<file path="src/frx_pkg.sv">
`timescale 1ns / 1ps
// Shared types and codes for the checked frame receiver.
// No dependencies; imported by frx_front, frx_back, checked_frame_receiver and frx_checker.
package frx_pkg;

    // Result status codes
    localparam logic [2:0] ST_IGNORED = 3'd0;
    localparam logic [2:0] ST_STEP    = 3'd1;
    localparam logic [2:0] ST_SUM_ERR = 3'd2;
    localparam logic [2:0] ST_XOR_ERR = 3'd3;
    localparam logic [2:0] ST_GOOD    = 3'd4;

    // Configuration register indexes
    localparam int         CFG_IDX_W    = 2;
    localparam logic [1:0] CFG_HDR_FIRST  = 2'd0;
    localparam logic [1:0] CFG_HDR_SECOND = 2'd1;
    localparam logic [1:0] CFG_PAY_LEN    = 2'd2;

    localparam logic [7:0] HDR_FIRST_RST  = 8'h55;
    localparam logic [7:0] HDR_SECOND_RST = 8'hAA;
    localparam logic [3:0] PAY_LEN_RST    = 4'd3;

    // Work handed from the parser to the result side
    typedef enum logic [1:0] {
        OP_RESULT  = 2'd0,  // single status result
        OP_STORE   = 2'd1,  // store a payload byte, then a step result
        OP_READOUT = 2'd2   // read out the stored payload of a good frame
    } t_op;

    typedef struct packed {
        t_op        op;
        logic [2:0] status;
        logic [7:0] data;
    } t_cmd;

endpackage

</file>
<file path="src/frx_if.sv">
`timescale 1ns / 1ps
// Handshake channels of the checked frame receiver: received bytes in,
// status and payload results out. No dependencies.
interface frx_byte_if;
    logic       valid;
    logic       ready;
    logic [7:0] rx_byte;

    modport source (output valid, output rx_byte, input ready);
    modport sink   (input valid, input rx_byte, output ready);
endinterface

interface frx_result_if;
    logic       valid;
    logic       ready;
    logic [2:0] status;
    logic       ack;
    logic [7:0] payload_byte;
    logic [2:0] payload_index;
    logic       last;

    modport source (output valid, output status, output ack, output payload_byte,
                    output payload_index, output last, input ready);
    modport sink   (input valid, input status, input ack, input payload_byte,
                    input payload_index, input last, output ready);
endinterface

</file>
<file path="src/frx_front.sv">
`timescale 1ns / 1ps
// Parser front end: holds the configuration registers, hunts for the header,
// tracks payload count, sum and XOR, and issues one command per byte.
// Depends on frx_pkg and frx_byte_if.
module frx_front import frx_pkg::*; #(
    parameter int MAX_PAYLOAD = 8,
    parameter int CNT_W       = 4
) (
    input  logic                 i_clk,
    input  logic                 i_rst_n,
    frx_byte_if.sink             rx,
    input  logic                 i_cfg_we,
    input  logic [CFG_IDX_W-1:0] i_cfg_idx,
    input  logic [7:0]           i_cfg_data,
    input  logic                 i_full,
    output logic                 o_push,
    output t_cmd                 o_cmd,
    output logic [CNT_W-1:0]     o_cmd_cnt
);

    typedef enum logic [2:0] {
        PH_HUNT    = 3'd0,
        PH_HDR2    = 3'd1,
        PH_PAYLOAD = 3'd2,
        PH_SUM     = 3'd3,
        PH_XOR     = 3'd4
    } t_phase;

    t_phase           r_phase, n_phase;
    logic [CNT_W-1:0] r_cnt, n_cnt;
    logic [7:0]       r_sum, n_sum;
    logic [7:0]       r_xor, n_xor;
    logic [7:0]       r_hdr1, r_hdr2;
    logic [3:0]       r_len;

    logic             accept;
    logic [7:0]       b;
    logic [CNT_W-1:0] eff_len;
    logic [CNT_W-1:0] cnt_inc;

    assign rx.ready = !i_full;
    assign accept   = rx.valid && !i_full;
    assign o_push   = accept;
    assign b        = rx.rx_byte;

    // Clamp the length register to 1..MAX_PAYLOAD
    always_comb begin
        if (r_len == 4'd0) begin
            eff_len = CNT_W'(1);
        end else if (32'(r_len) > 32'(MAX_PAYLOAD)) begin
            eff_len = CNT_W'(MAX_PAYLOAD);
        end else begin
            eff_len = CNT_W'(r_len);
        end
    end

    always_comb begin
        n_phase    = r_phase;
        n_cnt      = r_cnt;
        n_sum      = r_sum;
        n_xor      = r_xor;
        cnt_inc    = r_cnt;
        o_cmd.op     = OP_RESULT;
        o_cmd.status = ST_IGNORED;
        o_cmd.data   = 8'd0;
        o_cmd_cnt    = '0;
        case (r_phase)
            PH_HDR2: begin
                if (b == r_hdr2) begin
                    n_phase      = PH_PAYLOAD;
                    n_cnt        = '0;
                    n_sum        = 8'd0;
                    n_xor        = 8'd0;
                    o_cmd.status = ST_STEP;
                end else begin
                    n_phase = PH_HUNT;
                end
            end
            PH_PAYLOAD: begin
                o_cmd.status = ST_STEP;
                if (r_cnt < CNT_W'(MAX_PAYLOAD)) begin
                    n_sum      = r_sum + b;
                    n_xor      = r_xor ^ b;
                    o_cmd.op   = OP_STORE;
                    o_cmd.data = b;
                    o_cmd_cnt  = r_cnt;
                    cnt_inc    = r_cnt + CNT_W'(1);
                end
                n_cnt = cnt_inc;
                if (cnt_inc >= eff_len) begin
                    n_phase = PH_SUM;
                end
            end
            PH_SUM: begin
                if (b == r_sum) begin
                    n_phase      = PH_XOR;
                    o_cmd.status = ST_STEP;
                end else begin
                    n_phase      = PH_HUNT;
                    n_cnt        = '0;
                    n_sum        = 8'd0;
                    n_xor        = 8'd0;
                    o_cmd.status = ST_SUM_ERR;
                end
            end
            PH_XOR: begin
                if (b == r_xor && r_cnt != '0) begin
                    o_cmd.op     = OP_READOUT;
                    o_cmd.status = ST_GOOD;
                    o_cmd_cnt    = r_cnt;
                end else begin
                    o_cmd.status = ST_XOR_ERR;
                end
                n_phase = PH_HUNT;
                n_cnt   = '0;
                n_sum   = 8'd0;
                n_xor   = 8'd0;
            end
            default: begin
                if (b == r_hdr1) begin
                    n_phase      = PH_HDR2;
                    o_cmd.status = ST_STEP;
                end else begin
                    n_phase = PH_HUNT;
                end
            end
        endcase
    end

    always_ff @(posedge i_clk) begin
        if (!i_rst_n) begin
            r_phase <= PH_HUNT;
            r_cnt   <= '0;
            r_sum   <= 8'd0;
            r_xor   <= 8'd0;
            r_hdr1  <= HDR_FIRST_RST;
            r_hdr2  <= HDR_SECOND_RST;
            r_len   <= PAY_LEN_RST;
        end else begin
            if (i_cfg_we) begin
                case (i_cfg_idx)
                    CFG_HDR_FIRST:  r_hdr1 <= i_cfg_data;
                    CFG_HDR_SECOND: r_hdr2 <= i_cfg_data;
                    CFG_PAY_LEN:    r_len  <= i_cfg_data[3:0];
                    default: ;
                endcase
            end
            if (accept) begin
                r_phase <= n_phase;
                r_cnt   <= n_cnt;
                r_sum   <= n_sum;
                r_xor   <= n_xor;
            end
        end
    end

endmodule

</file>
<file path="src/frx_queue.sv">
`timescale 1ns / 1ps
// Four-entry command queue between the parser and the result side.
// Depends on nothing; payload width set by parameter.
module frx_queue #(
    parameter int WIDTH = 17
) (
    input  logic             i_clk,
    input  logic             i_rst_n,
    input  logic             i_push,
    input  logic [WIDTH-1:0] i_data,
    input  logic             i_pop,
    output logic             o_full,
    output logic             o_empty,
    output logic [WIDTH-1:0] o_data
);

    localparam int DEPTH = 4;
    localparam int PTR_W = 2;

    logic [WIDTH-1:0] r_mem [DEPTH];
    logic [PTR_W-1:0] r_wr, r_rd;
    logic [PTR_W:0]   r_count;
    logic             do_push, do_pop;

    assign o_full  = (r_count == (PTR_W+1)'(DEPTH));
    assign o_empty = (r_count == '0);
    assign o_data  = r_mem[r_rd];
    assign do_push = i_push && !o_full;
    assign do_pop  = i_pop && !o_empty;

    always_ff @(posedge i_clk) begin
        if (do_push) begin
            r_mem[r_wr] <= i_data;
        end
    end

    always_ff @(posedge i_clk) begin
        if (!i_rst_n) begin
            r_wr    <= '0;
            r_rd    <= '0;
            r_count <= '0;
        end else begin
            if (do_push) begin
                r_wr <= r_wr + PTR_W'(1);
            end
            if (do_pop) begin
                r_rd <= r_rd + PTR_W'(1);
            end
            case ({do_push, do_pop})
                2'b10:   r_count <= r_count + (PTR_W+1)'(1);
                2'b01:   r_count <= r_count - (PTR_W+1)'(1);
                default: ;
            endcase
        end
    end

endmodule

</file>
<file path="src/frx_back.sv">
`timescale 1ns / 1ps
// Result side: holds the payload store, turns queued commands into results
// and reads out a good frame one byte a cycle, unless res.ready stalls it, into the output register.
// Depends on frx_pkg and frx_result_if.
module frx_back import frx_pkg::*; #(
    parameter int MAX_PAYLOAD = 8,
    parameter int CNT_W       = 4
) (
    input  logic             i_clk,
    input  logic             i_rst_n,
    input  logic             i_head_valid,
    input  t_cmd             i_head,
    input  logic [CNT_W-1:0] i_head_cnt,
    output logic             o_pop,
    frx_result_if.source     res
);

    localparam int IDX_W = (MAX_PAYLOAD > 1) ? $clog2(MAX_PAYLOAD) : 1;

    logic [7:0]       r_store [MAX_PAYLOAD];
    logic [7:0]       r_rd_data;
    logic [IDX_W-1:0] r_idx, n_idx;

    logic             r_valid, n_valid;
    logic [2:0]       r_status, n_status;
    logic             r_ack, n_ack;
    logic [7:0]       r_byte, n_byte;
    logic [2:0]       r_index, n_index;
    logic             r_last, n_last;

    logic             load;
    logic             store_we;
    logic [CNT_W-1:0] idx_next;

    assign load     = !r_valid || res.ready;
    assign idx_next = CNT_W'(r_idx) + CNT_W'(1);

    always_comb begin
        n_idx    = r_idx;
        o_pop    = 1'b0;
        store_we = 1'b0;
        n_valid  = r_valid && !res.ready;
        n_status = r_status;
        n_ack    = r_ack;
        n_byte   = r_byte;
        n_index  = r_index;
        n_last   = r_last;
        if (i_head_valid && load) begin
            n_valid = 1'b1;
            case (i_head.op)
                OP_READOUT: begin
                    n_status = ST_GOOD;
                    n_ack    = 1'b1;
                    n_byte   = r_rd_data;
                    n_index  = 3'(r_idx);
                    n_last   = (idx_next == i_head_cnt);
                    if (idx_next == i_head_cnt) begin
                        o_pop = 1'b1;
                        n_idx = '0;
                    end else begin
                        n_idx = IDX_W'(idx_next);
                    end
                end
                default: begin
                    store_we = (i_head.op == OP_STORE);
                    n_status = i_head.status;
                    n_ack    = (i_head.status == ST_STEP) || (i_head.status == ST_GOOD);
                    n_byte   = 8'd0;
                    n_index  = 3'd0;
                    n_last   = 1'b1;
                    o_pop    = 1'b1;
                end
            endcase
        end
    end

    // Prefetch the entry to be shown next; idle address stays at entry zero
    always_ff @(posedge i_clk) begin
        if (store_we) begin
            r_store[i_head_cnt[IDX_W-1:0]] <= i_head.data;
        end
        r_rd_data <= r_store[n_idx];
    end

    always_ff @(posedge i_clk) begin
        if (!i_rst_n) begin
            r_valid <= 1'b0;
            r_idx   <= '0;
        end else begin
            r_valid <= n_valid;
            r_idx   <= n_idx;
        end
        r_status <= n_status;
        r_ack    <= n_ack;
        r_byte   <= n_byte;
        r_index  <= n_index;
        r_last   <= n_last;
    end

    assign res.valid         = r_valid;
    assign res.status        = r_status;
    assign res.ack           = r_ack;
    assign res.payload_byte  = r_byte;
    assign res.payload_index = r_index;
    assign res.last          = r_last;

endmodule

</file>
<file path="src/checked_frame_receiver.sv">
`timescale 1ns / 1ps
// Checked frame receiver: header hunt, payload sum/XOR check, payload readout.
// An accepted byte's command is written into the queue, then registered into the output register.
// Throughput: one byte and one result per cycle while the result side is ready; a good
// frame of n payload bytes yields 2n+3 results for n+4 bytes; the four-entry queue fills and input stalls.
// Reset (synchronous, active low) clears parser, queue and output register and
// restores headers 0x55/0xAA and payload length 3; the payload store is not cleared.
module checked_frame_receiver import frx_pkg::*; #(
    parameter int MAX_PAYLOAD = 8
) (
    input  logic                 i_clk,
    input  logic                 i_rst_n,
    frx_byte_if.sink             i_rx,
    frx_result_if.source         o_res,
    input  logic                 i_cfg_we,
    input  logic [CFG_IDX_W-1:0] i_cfg_idx,
    input  logic [7:0]           i_cfg_data
);

    localparam int CNT_W = $clog2(MAX_PAYLOAD + 1);
    localparam int Q_W   = $bits(t_cmd) + CNT_W;

    logic             push, pop, full, empty;
    t_cmd             cmd, head;
    logic [CNT_W-1:0] cmd_cnt, head_cnt;
    logic [Q_W-1:0]   q_out;

    frx_front #(.MAX_PAYLOAD(MAX_PAYLOAD), .CNT_W(CNT_W)) u_front (
        .i_clk      (i_clk),
        .i_rst_n    (i_rst_n),
        .rx         (i_rx),
        .i_cfg_we   (i_cfg_we),
        .i_cfg_idx  (i_cfg_idx),
        .i_cfg_data (i_cfg_data),
        .i_full     (full),
        .o_push     (push),
        .o_cmd      (cmd),
        .o_cmd_cnt  (cmd_cnt)
    );

    frx_queue #(.WIDTH(Q_W)) u_queue (
        .i_clk   (i_clk),
        .i_rst_n (i_rst_n),
        .i_push  (push),
        .i_data  ({cmd, cmd_cnt}),
        .i_pop   (pop),
        .o_full  (full),
        .o_empty (empty),
        .o_data  (q_out)
    );

    assign head     = t_cmd'(q_out[Q_W-1:CNT_W]);
    assign head_cnt = q_out[CNT_W-1:0];

    frx_back #(.MAX_PAYLOAD(MAX_PAYLOAD), .CNT_W(CNT_W)) u_back (
        .i_clk        (i_clk),
        .i_rst_n      (i_rst_n),
        .i_head_valid (!empty),
        .i_head       (head),
        .i_head_cnt   (head_cnt),
        .o_pop        (pop),
        .res          (o_res)
    );

endmodule

</file>
<file path="src/flat_wrapper.sv">
// flat-port wrapper written by rule: the top's interface ports become plain ports
module checked_frame_receiver_flat import frx_pkg::*;
#(
    parameter int MAX_PAYLOAD = 8
)
  (i_clk, i_rst_n, i_cfg_we, i_cfg_idx, i_cfg_data, i_rx_valid, i_rx_rx_byte, i_rx_ready, o_res_valid, o_res_status, o_res_ack, o_res_payload_byte, o_res_payload_index, o_res_last, o_res_ready);
  frx_byte_if i_rx_i ();
  frx_result_if o_res_i ();
  input  logic i_clk;
  input  logic i_rst_n;
  input  logic i_cfg_we;
  input  logic [CFG_IDX_W-1:0] i_cfg_idx;
  input  logic [7:0] i_cfg_data;
  input wire logic [$bits(i_rx_i.valid)-1:0] i_rx_valid;
  input wire logic [$bits(i_rx_i.rx_byte)-1:0] i_rx_rx_byte;
  output wire logic [$bits(i_rx_i.ready)-1:0] i_rx_ready;
  output wire logic [$bits(o_res_i.valid)-1:0] o_res_valid;
  output wire logic [$bits(o_res_i.status)-1:0] o_res_status;
  output wire logic [$bits(o_res_i.ack)-1:0] o_res_ack;
  output wire logic [$bits(o_res_i.payload_byte)-1:0] o_res_payload_byte;
  output wire logic [$bits(o_res_i.payload_index)-1:0] o_res_payload_index;
  output wire logic [$bits(o_res_i.last)-1:0] o_res_last;
  input wire logic [$bits(o_res_i.ready)-1:0] o_res_ready;
  assign i_rx_i.valid = i_rx_valid;
  assign i_rx_i.rx_byte = i_rx_rx_byte;
  assign i_rx_ready = i_rx_i.ready;
  assign o_res_valid = o_res_i.valid;
  assign o_res_status = o_res_i.status;
  assign o_res_ack = o_res_i.ack;
  assign o_res_payload_byte = o_res_i.payload_byte;
  assign o_res_payload_index = o_res_i.payload_index;
  assign o_res_last = o_res_i.last;
  assign o_res_i.ready = o_res_ready;
  checked_frame_receiver #(.MAX_PAYLOAD(MAX_PAYLOAD)) u_core (.i_clk(i_clk), .i_rst_n(i_rst_n), .i_rx(i_rx_i), .o_res(o_res_i), .i_cfg_we(i_cfg_we), .i_cfg_idx(i_cfg_idx), .i_cfg_data(i_cfg_data));
endmodule
</file>
<file path="config.mk">
export PLATFORM = sky130hd
export DESIGN_NAME = checked_frame_receiver_flat
export DESIGN_NICKNAME = d
export VERILOG_FILES = /design/src/frx_pkg.sv /design/src/frx_if.sv /design/src/frx_front.sv /design/src/frx_queue.sv /design/src/frx_back.sv /design/src/checked_frame_receiver.sv /design/src/flat_wrapper.sv
export SDC_FILE = /design/constraint.sdc
export NUM_CORES = 1
export LEC_CHECK = 0
export ABC_AREA = 1
export BUFFER_PORTS_ARGS = -buffer_cell sky130_fd_sc_hd__buf_2
export CAP_MARGIN = 10
export CORE_UTILIZATION = 45
export CTS_BUF_LIST = sky130_fd_sc_hd__clkbuf_8 sky130_fd_sc_hd__clkbuf_16
export CTS_CLUSTER_DIAMETER = 30
export CTS_CLUSTER_SIZE = 14
export DETAILED_ROUTE_END_ITERATION = 10
export SETUP_SLACK_MARGIN = 0.3
export SLEW_MARGIN = 20
export SYNTH_ARGS = -nofsm -noshare
export SYNTH_HDL_FRONTEND = slang
export SYNTH_HIERARCHICAL = 1
export SYNTH_SLANG_ARGS = --single-unit
</file>
<file path="constraint.sdc">
create_clock -name i_clk -period 3.1 [get_ports i_clk]
set_input_delay 0.465 -clock i_clk [delete_from_list [all_inputs] [get_ports i_clk]]
set_output_delay 0.465 -clock i_clk [all_outputs]
set_load 0.01 [all_outputs]
</file>
# == After elaboration in Yosys (flattened, before gate mapping) ==
# Memories as Yosys holds them, arrays and structs flattened. A register that Yosys moved wholly into a read port is not among the register bits.
# Cells that the tools add are included.
# word_totals
regBits,70
mem_bits_rw,132
input_bits,23
output_inout_bits,18
word_cells,122
n_memories,2
# mem_list
memory,depth,word_bits,read_ports,rd_ports_with_merged_regs,wr,line_no,text
u_core.u_queue.r_mem,4,17,1,1,1,frx_queue.sv:20,logic [WIDTH-1:0] r_mem [DEPTH];
u_core.u_back.r_store,8,8,1,1,1,frx_back.sv:20,logic [7:0] r_store [MAX_PAYLOAD];
# classes
addsub,7
n_lt_le_gt_ge,3
n_eq_ne,22
muxes,46
bitwise,1
reduce_logical,24
# op_table
operator,count
$pmux W8 S4,2
$mux W8,6
$eq A8 B8 Y1,4
$mux W4,8
$pmux W3 S4,2
$mux W3,6
$pmux W4 S4,1
$mux W1,13
$mux W2,5
$eq A3 B3 Y1 const B,3
$add A8 B8 Y8,1
$ne A2 B2 Y1 const B,4
$pmux W4 S2,1
$reduce_and A2 Y1,4
$reduce_bool A4 Y1,2
$xor A8 B8 Y8,1
$eq A2 B1 Y1 const B,3
$eq A2 B2 Y1 const B,3
$eq A3 B1 Y1 const B,2
$eq A3 B2 Y1 const B,2
$logic_and A1 B1 Y1,6
$pmux W3 S2,1
$reduce_and A5 Y1,1
$add A2 B1 Y2 const B,2
16 further kinds,20

# == Longest topological paths before layout ==
# depth
word_depth,8
ltp_mapped,22

# == Hierarchy ==
# The synthesis kept the hierarchy.
# by_module_without_submodules
module,instances,cells_each,area_each_um2,seq_area_each_um2
frx_back,1,406,4045.1,2642.5
frx_queue,1,234,3083.0,2222.1
frx_front,1,414,2782.7,860.8
checked_frame_receiver,1,1,3.8,0.0

# == Least setup slack after synthesis ==
# OpenSTA, ideal clock, no wires.
# synth_timing
path_type,register -> register
startpoint,reg (tool-made name)
endpoint,reg u_core.u_queue.r_count[2]
setup_ns,0.113
arrival_time_ns,2.646
slack_ns,0.341
path_stages_with_launch,23
n_path_buf,2
cell_sequence,dfxtp_1 > buf_6 > inv_6 > buf_4 > nor2_1 > o22ai_1 > inv_2 > nand2_1 > nand2_1 > nor2_4 > nand3_4 > a21oi_1 > nand2_1 > inv_1 > ha_1 > inv_1 > fa_1 > inv_1 > nand2_1 > nand3_1 > nand2_1 > nand2_1 > nor2_1
# synth_lines
element,line_no,text
end signal: assignment,frx_queue.sv:50,2'b10: r_count <= r_count + (PTR_W+1)'(1);
end signal: assignment,frx_queue.sv:51,2'b01: r_count <= r_count - (PTR_W+1)'(1);
end: declaration,frx_queue.sv:22,logic [PTR_W:0] r_count;

# == Final worst setup path ==
# layout_timing
startpoint,reg u_core.u_back.r_idx[0]
endpoint,reg u_core.u_queue.r_count[2]
# layout_via
elab_chain_cells,8
word_cells_on_any_way,10
# layout_rtl
element,line_no,text
start: declaration,frx_back.sv:22,"logic [IDX_W-1:0] r_idx, n_idx;"
start signal: assignment,frx_back.sv:91,r_idx <= n_idx;
$add A3 B1 Y4 *,frx_back.sv:36,assign idx_next = CNT_W'(r_idx) + CNT_W'(1);
$eq A4 B4 Y1 *,frx_back.sv:57,if (idx_next == i_head_cnt) begin
$mux W1 *,frx_back.sv:57,
$mux W1 *,frx_back.sv:50,case (i_head.op)
$mux W1 *,frx_back.sv:48,if (i_head_valid && load) begin
named net u_core.pop,checked_frame_receiver.sv:23,"logic push, pop, full, empty;"
$logic_and A1 B1 Y1 *,frx_queue.sv:29,assign do_pop = i_pop && !o_empty;
named net u_core.u_queue.do_pop,frx_queue.sv:23,"logic do_push, do_pop;"
$eq A2 B1 Y1 / $eq A2 B2 Y1 (equally long branches),frx_queue.sv:49,"case ({do_push, do_pop})"
$pmux W3 S2 / $reduce_bool A2 Y1 (equally long branches),-,
# Mark *: on every way through the listed nets, which the timed path passes. The rest lies on a longest branch.
# A chain may end at the register's enable or synchronous reset.

==> impl_metrics.env <==
export IMPL_max_clock_freq_mhz=383
export IMPL_worst_clock_skew_ns=0.0190
export IMPL_cts_root_buffer="clkbuf_16"
export IMPL_detail_route_wirelength_um=21500
export IMPL_post_synth_instance_area_um2=9910
export IMPL_setup_tns_final_ns=0
export IMPL_detail_route_antenna_nets=0
export IMPL_report_final_setup_viol=0
export IMPL_worstMarginPinSlew_ns=0.758
export IMPL_tritoncts_num_buffers=47
export IMPL_wire_length_of_the_first_global_routing_pass_um=34800
export IMPL_io_buffers=40
export IMPL_max_cap_violations=0
export IMPL_switching_share_pct=29.8
export IMPL_drt_vias_per_instance=4.86
export IMPL_cts_tree="yes"
export IMPL_comb_power_share_pct=21.7
export IMPL_vdd_ir_drop_worst_v=0.000536
export IMPL_postSynthRegisterBits=212
export IMPL_post_route_period_util_pct=84.1
export IMPL_status="completed"
export IMPL_clock_transition_time_at_the_flip_flop_clock_pins_of_the_worst_setup_and_hold_paths_ns=0.05
export IMPL_worstSkewPairLatency_ns=0.53
export IMPL_drt_first_iter_violations=420
export IMPL_cts_htree_levels=2
export IMPL_drcViolationCount=0
export IMPL_layout_drive_gt1_share_pct=17.3
export IMPL_synth_flop_cell="edfxtp_1"
export IMPL_num_io_pins=41
export IMPL_cp_top_family="adder cells"
export IMPL_net_switching_power_w=0.00335
export IMPL_timing_critical_path_fanout_max=7
export IMPL_dieHeight_um=150
export IMPL_sequential_cell_area_fraction_in_the_yosys_report_pct=57.7
export IMPL_first_global_vias=6956
export IMPL_hold_viol=0
export IMPL_multi_input_area_um2=3330
export IMPL_critical_path_slowest_cell="dfxtp_1"
export IMPL_synth_most_common_cell="nand2_1"
export IMPL_antenna_cells_inserted=0
export IMPL_finalInstanceArea_um2=12100
export IMPL_power_per_cell_area_nw_per_um2=930
export IMPL_area_delta_synth_final_pct=22.1
export IMPL_synth_cells=1055
export IMPL_rsz0062_at_grt="false"
export IMPL_timing_slew_headroom_pct=49.4
export IMPL_share_of_total_power_in_the_clock_network_pct=44.3
export IMPL_overflow=0
export IMPL_yosys_warnings=6
export IMPL_post_synth_main_area_contributors="edfxtp_1, dfxtp_1, nand2_1"
export IMPL_post_synth_edffs=148
export IMPL_class_of_the_worst_hold_path="input pin to flip-flop"
export IMPL_syn_nets=1100
export IMPL_minimum_clock_period_ns=2.61
export IMPL_num_vias=7068
export IMPL_worst_path_largest_cell_delay_ns=0.50
export IMPL_worst_setup_path_start_kind="flip-flop"
export IMPL_timing_critical_path_mode_cell="nand2_1"
export IMPL_synth_top_cells_by_count="nand2_1, inv_1, edfxtp_1"
export IMPL_syn_mean_instance_area_um2=9.40
export IMPL_crit_arrival_ns=3.02
export IMPL_detail_route_wl_per_cell_um=14.8
export IMPL_synth_async_reset_ratio_pct=0
export IMPL_sequential_cell_area_um2=5730
export IMPL_starting_density_pct=46.6
export IMPL_report_power_total_w=0.0113
export IMPL_worstPathCellList="ha_1, nand2_1, nand2_1, nor2_4, nand3_4, a21oi_4, nand2_1, inv_1, ha_2, inv_1, fa_2, inv_1, nand2_1, nand3_1, nand2_1, nand2_1, nor2_1"
export IMPL_grt_use_total_pct=19.9
export IMPL_post_dp_cell_area_um2=10400
export IMPL_final_max_slew_viol_count=0
export IMPL_element_type_at_the_critical_path_end="flip-flop"
export IMPL_synth_distinct_cells=41
export IMPL_synthDominantAreaCellType="edfxtp_1"
export IMPL_first_pass_iters=5
export IMPL_die_width_um=150
export IMPL_filler_cell_count=1864
export IMPL_finalWeightedCongestion=0.816
export IMPL_grt_max_degree=33
export IMPL_antenna_found_initial=0
export IMPL_detailedPlacementHpwl_um=14000
export IMPL_power_sequential_fraction_pct=34.0
export IMPL_clock_sinks=212
export IMPL_internal_power_w=0.00790
export IMPL_core_area_um2=21300
export IMPL_critPathBufInv=3
export IMPL_power_leakage_nw=5.28
export IMPL_nNetsFinal=1187
export IMPL_synth_top_cell_area_share_pct=44.8
export IMPL_clock_tree_buffer_depth=3
export IMPL_critPathRequiredTime_ns=3.51
export IMPL_crit_type="flip-flop to flip-flop"
export IMPL_fp_row_count=53
export IMPL_floorplan_die_area_um2=22600
cell families (layout without fill, tap and decap cells):
kind of cell               count (synthesis)  count (layout)  share of synthesized area [%]
buffers and inverters                    196             320                           9.01
adders and majority gates                 22              22                           2.93
AOI/OAI and AO/OA                        103             103                           5.99
xor gates and xnor gates                  24              24                           2.20
and+or+nand+nor                          498             498                           22.1
DFF                                      212             212                           57.7
per-layer routing:
layer	share of wire, %	track usage (%)
met1	44	24.6
met2	49	34.0
met3	4.4	3.94
met4	2.6	8.23
met5	0	0
stage by stage:
stage	std cells	hold WS, ns	utilization (%)	setup slack, ns
floorplan	1055	0.443	-	0.341
global route	1454	0.174	56.9	0.253
global placement	1365	0.459	48.9	0.203
detailed placement	1365	0.463	48.9	0.114
finish	1454	0.191	56.9	0.492
CTS	1451	0.163	56.6	0.341
path summary, 6_finish.rpt:
check / start / cells past startpoint / endpoint / slack (ns)
setup / recovery: u_core/u_back/r_idx[0] / 17 / u_core/u_queue/r_count[2] / 0.49
hold / removal: i_cfg_data[4] / 3 / u_core/u_front/r_hdr1[4] / 0.19
setup reg to reg: u_core/u_back/r_idx[0] / 17 / u_core/u_queue/r_count[2] / 0.49
hold reg to reg: u_core/u_front/r_sum[0] / 2 / u_core/u_front/r_sum[0] / 0.47
flip-flops by register name, indices dropped and copies added (netlist names), 3 cells and up, named ones only:
register / flops
u_core/u_back/r_idx: 3
u_core/u_back/r_rd_data: 8
u_core/u_back/r_store: 64
u_core/u_back/res.payload_byte: 8
u_core/u_back/res.payload_index: 3
u_core/u_back/res.status: 3
u_core/u_front/r_cnt: 4
u_core/u_front/r_hdr1: 8
u_core/u_front/r_hdr2: 8
u_core/u_front/r_len: 4
u_core/u_front/r_phase: 3
u_core/u_front/r_sum: 8
u_core/u_front/r_xor: 8
u_core/u_queue/r_count: 3
u_core/u_queue/r_mem: 68
cells in the final DEF, fill, tap and decap left out, types with 4 or more instances in the layout:
cell type,count
nand2_1,221
inv_1,158
edfxtp_1,148
nor2_1,131
nand3_1,97
dfxtp_1,62
clkbuf_16,48
buf_2,41
buf_4,29
a21oi_1,29
o21ai_0,27
ha_1,19
nand4_1,16
xnor2_1,15
o22ai_1,14
o21ai_1,13
o21ai_2,10
inv_2,8
xor2_1,8
bufinv_16,7
nand2_2,7
inv_6,6
nor3_1,6
clkinv_2,5
clkinvlp_4,4
clkinv_4,4
nand3_2,4
o22ai_2,4
power by group through the flow:
stage	logic, W	clock network, W	registers (W)
after floorplan	0.00176	0	0.00389
after global placement	0.00236	0	0.00387
after detailed placement	0.00239	0	0.00387
after CTS	0.00243	0.00506	0.00382
after global routing	0.00278	0.00523	0.00387
final	0.00245	0.00498	0.00382
worst reg2reg max path, stage by stage, from the launching register on:
cell and delay [ns]:
dfxtp_1 0.50, ha_1 0.33, nand2_1 0.09, nand2_1 0.09, nor2_4 0.13, nand3_4 0.08
a21oi_4 0.17, nand2_1 0.09, inv_1 0.08, ha_2 0.17, inv_1 0.06, fa_2 0.39
inv_1 0.06, nand2_1 0.04, nand3_1 0.08, nand2_1 0.05, nand2_1 0.05, nor2_1 0.04
final cells by class:
| type | count | share of cell area, % |
|---|---|---|
| multi-input combinational | 647 | 27.5 |
| clock buffer | 50 | 10.1 |
| inverter | 161 | 5.10 |
| sequential | 212 | 47.3 |
| tap | 275 | 2.84 |
| clock inverter | 36 | 3.29 |
| timing repair buffer | 73 | 3.77 |
repair_timing:
action                                  4_1_cts  5_1_grt
pin swaps                                     0        4
gates resized for setup                       5        9
buffers inserted                              0        2
hold buffers                                  0        0
endpoints found under the setup margin        2        1
gates cloned                                  0        1
Power figures use the tool's default switching activity.
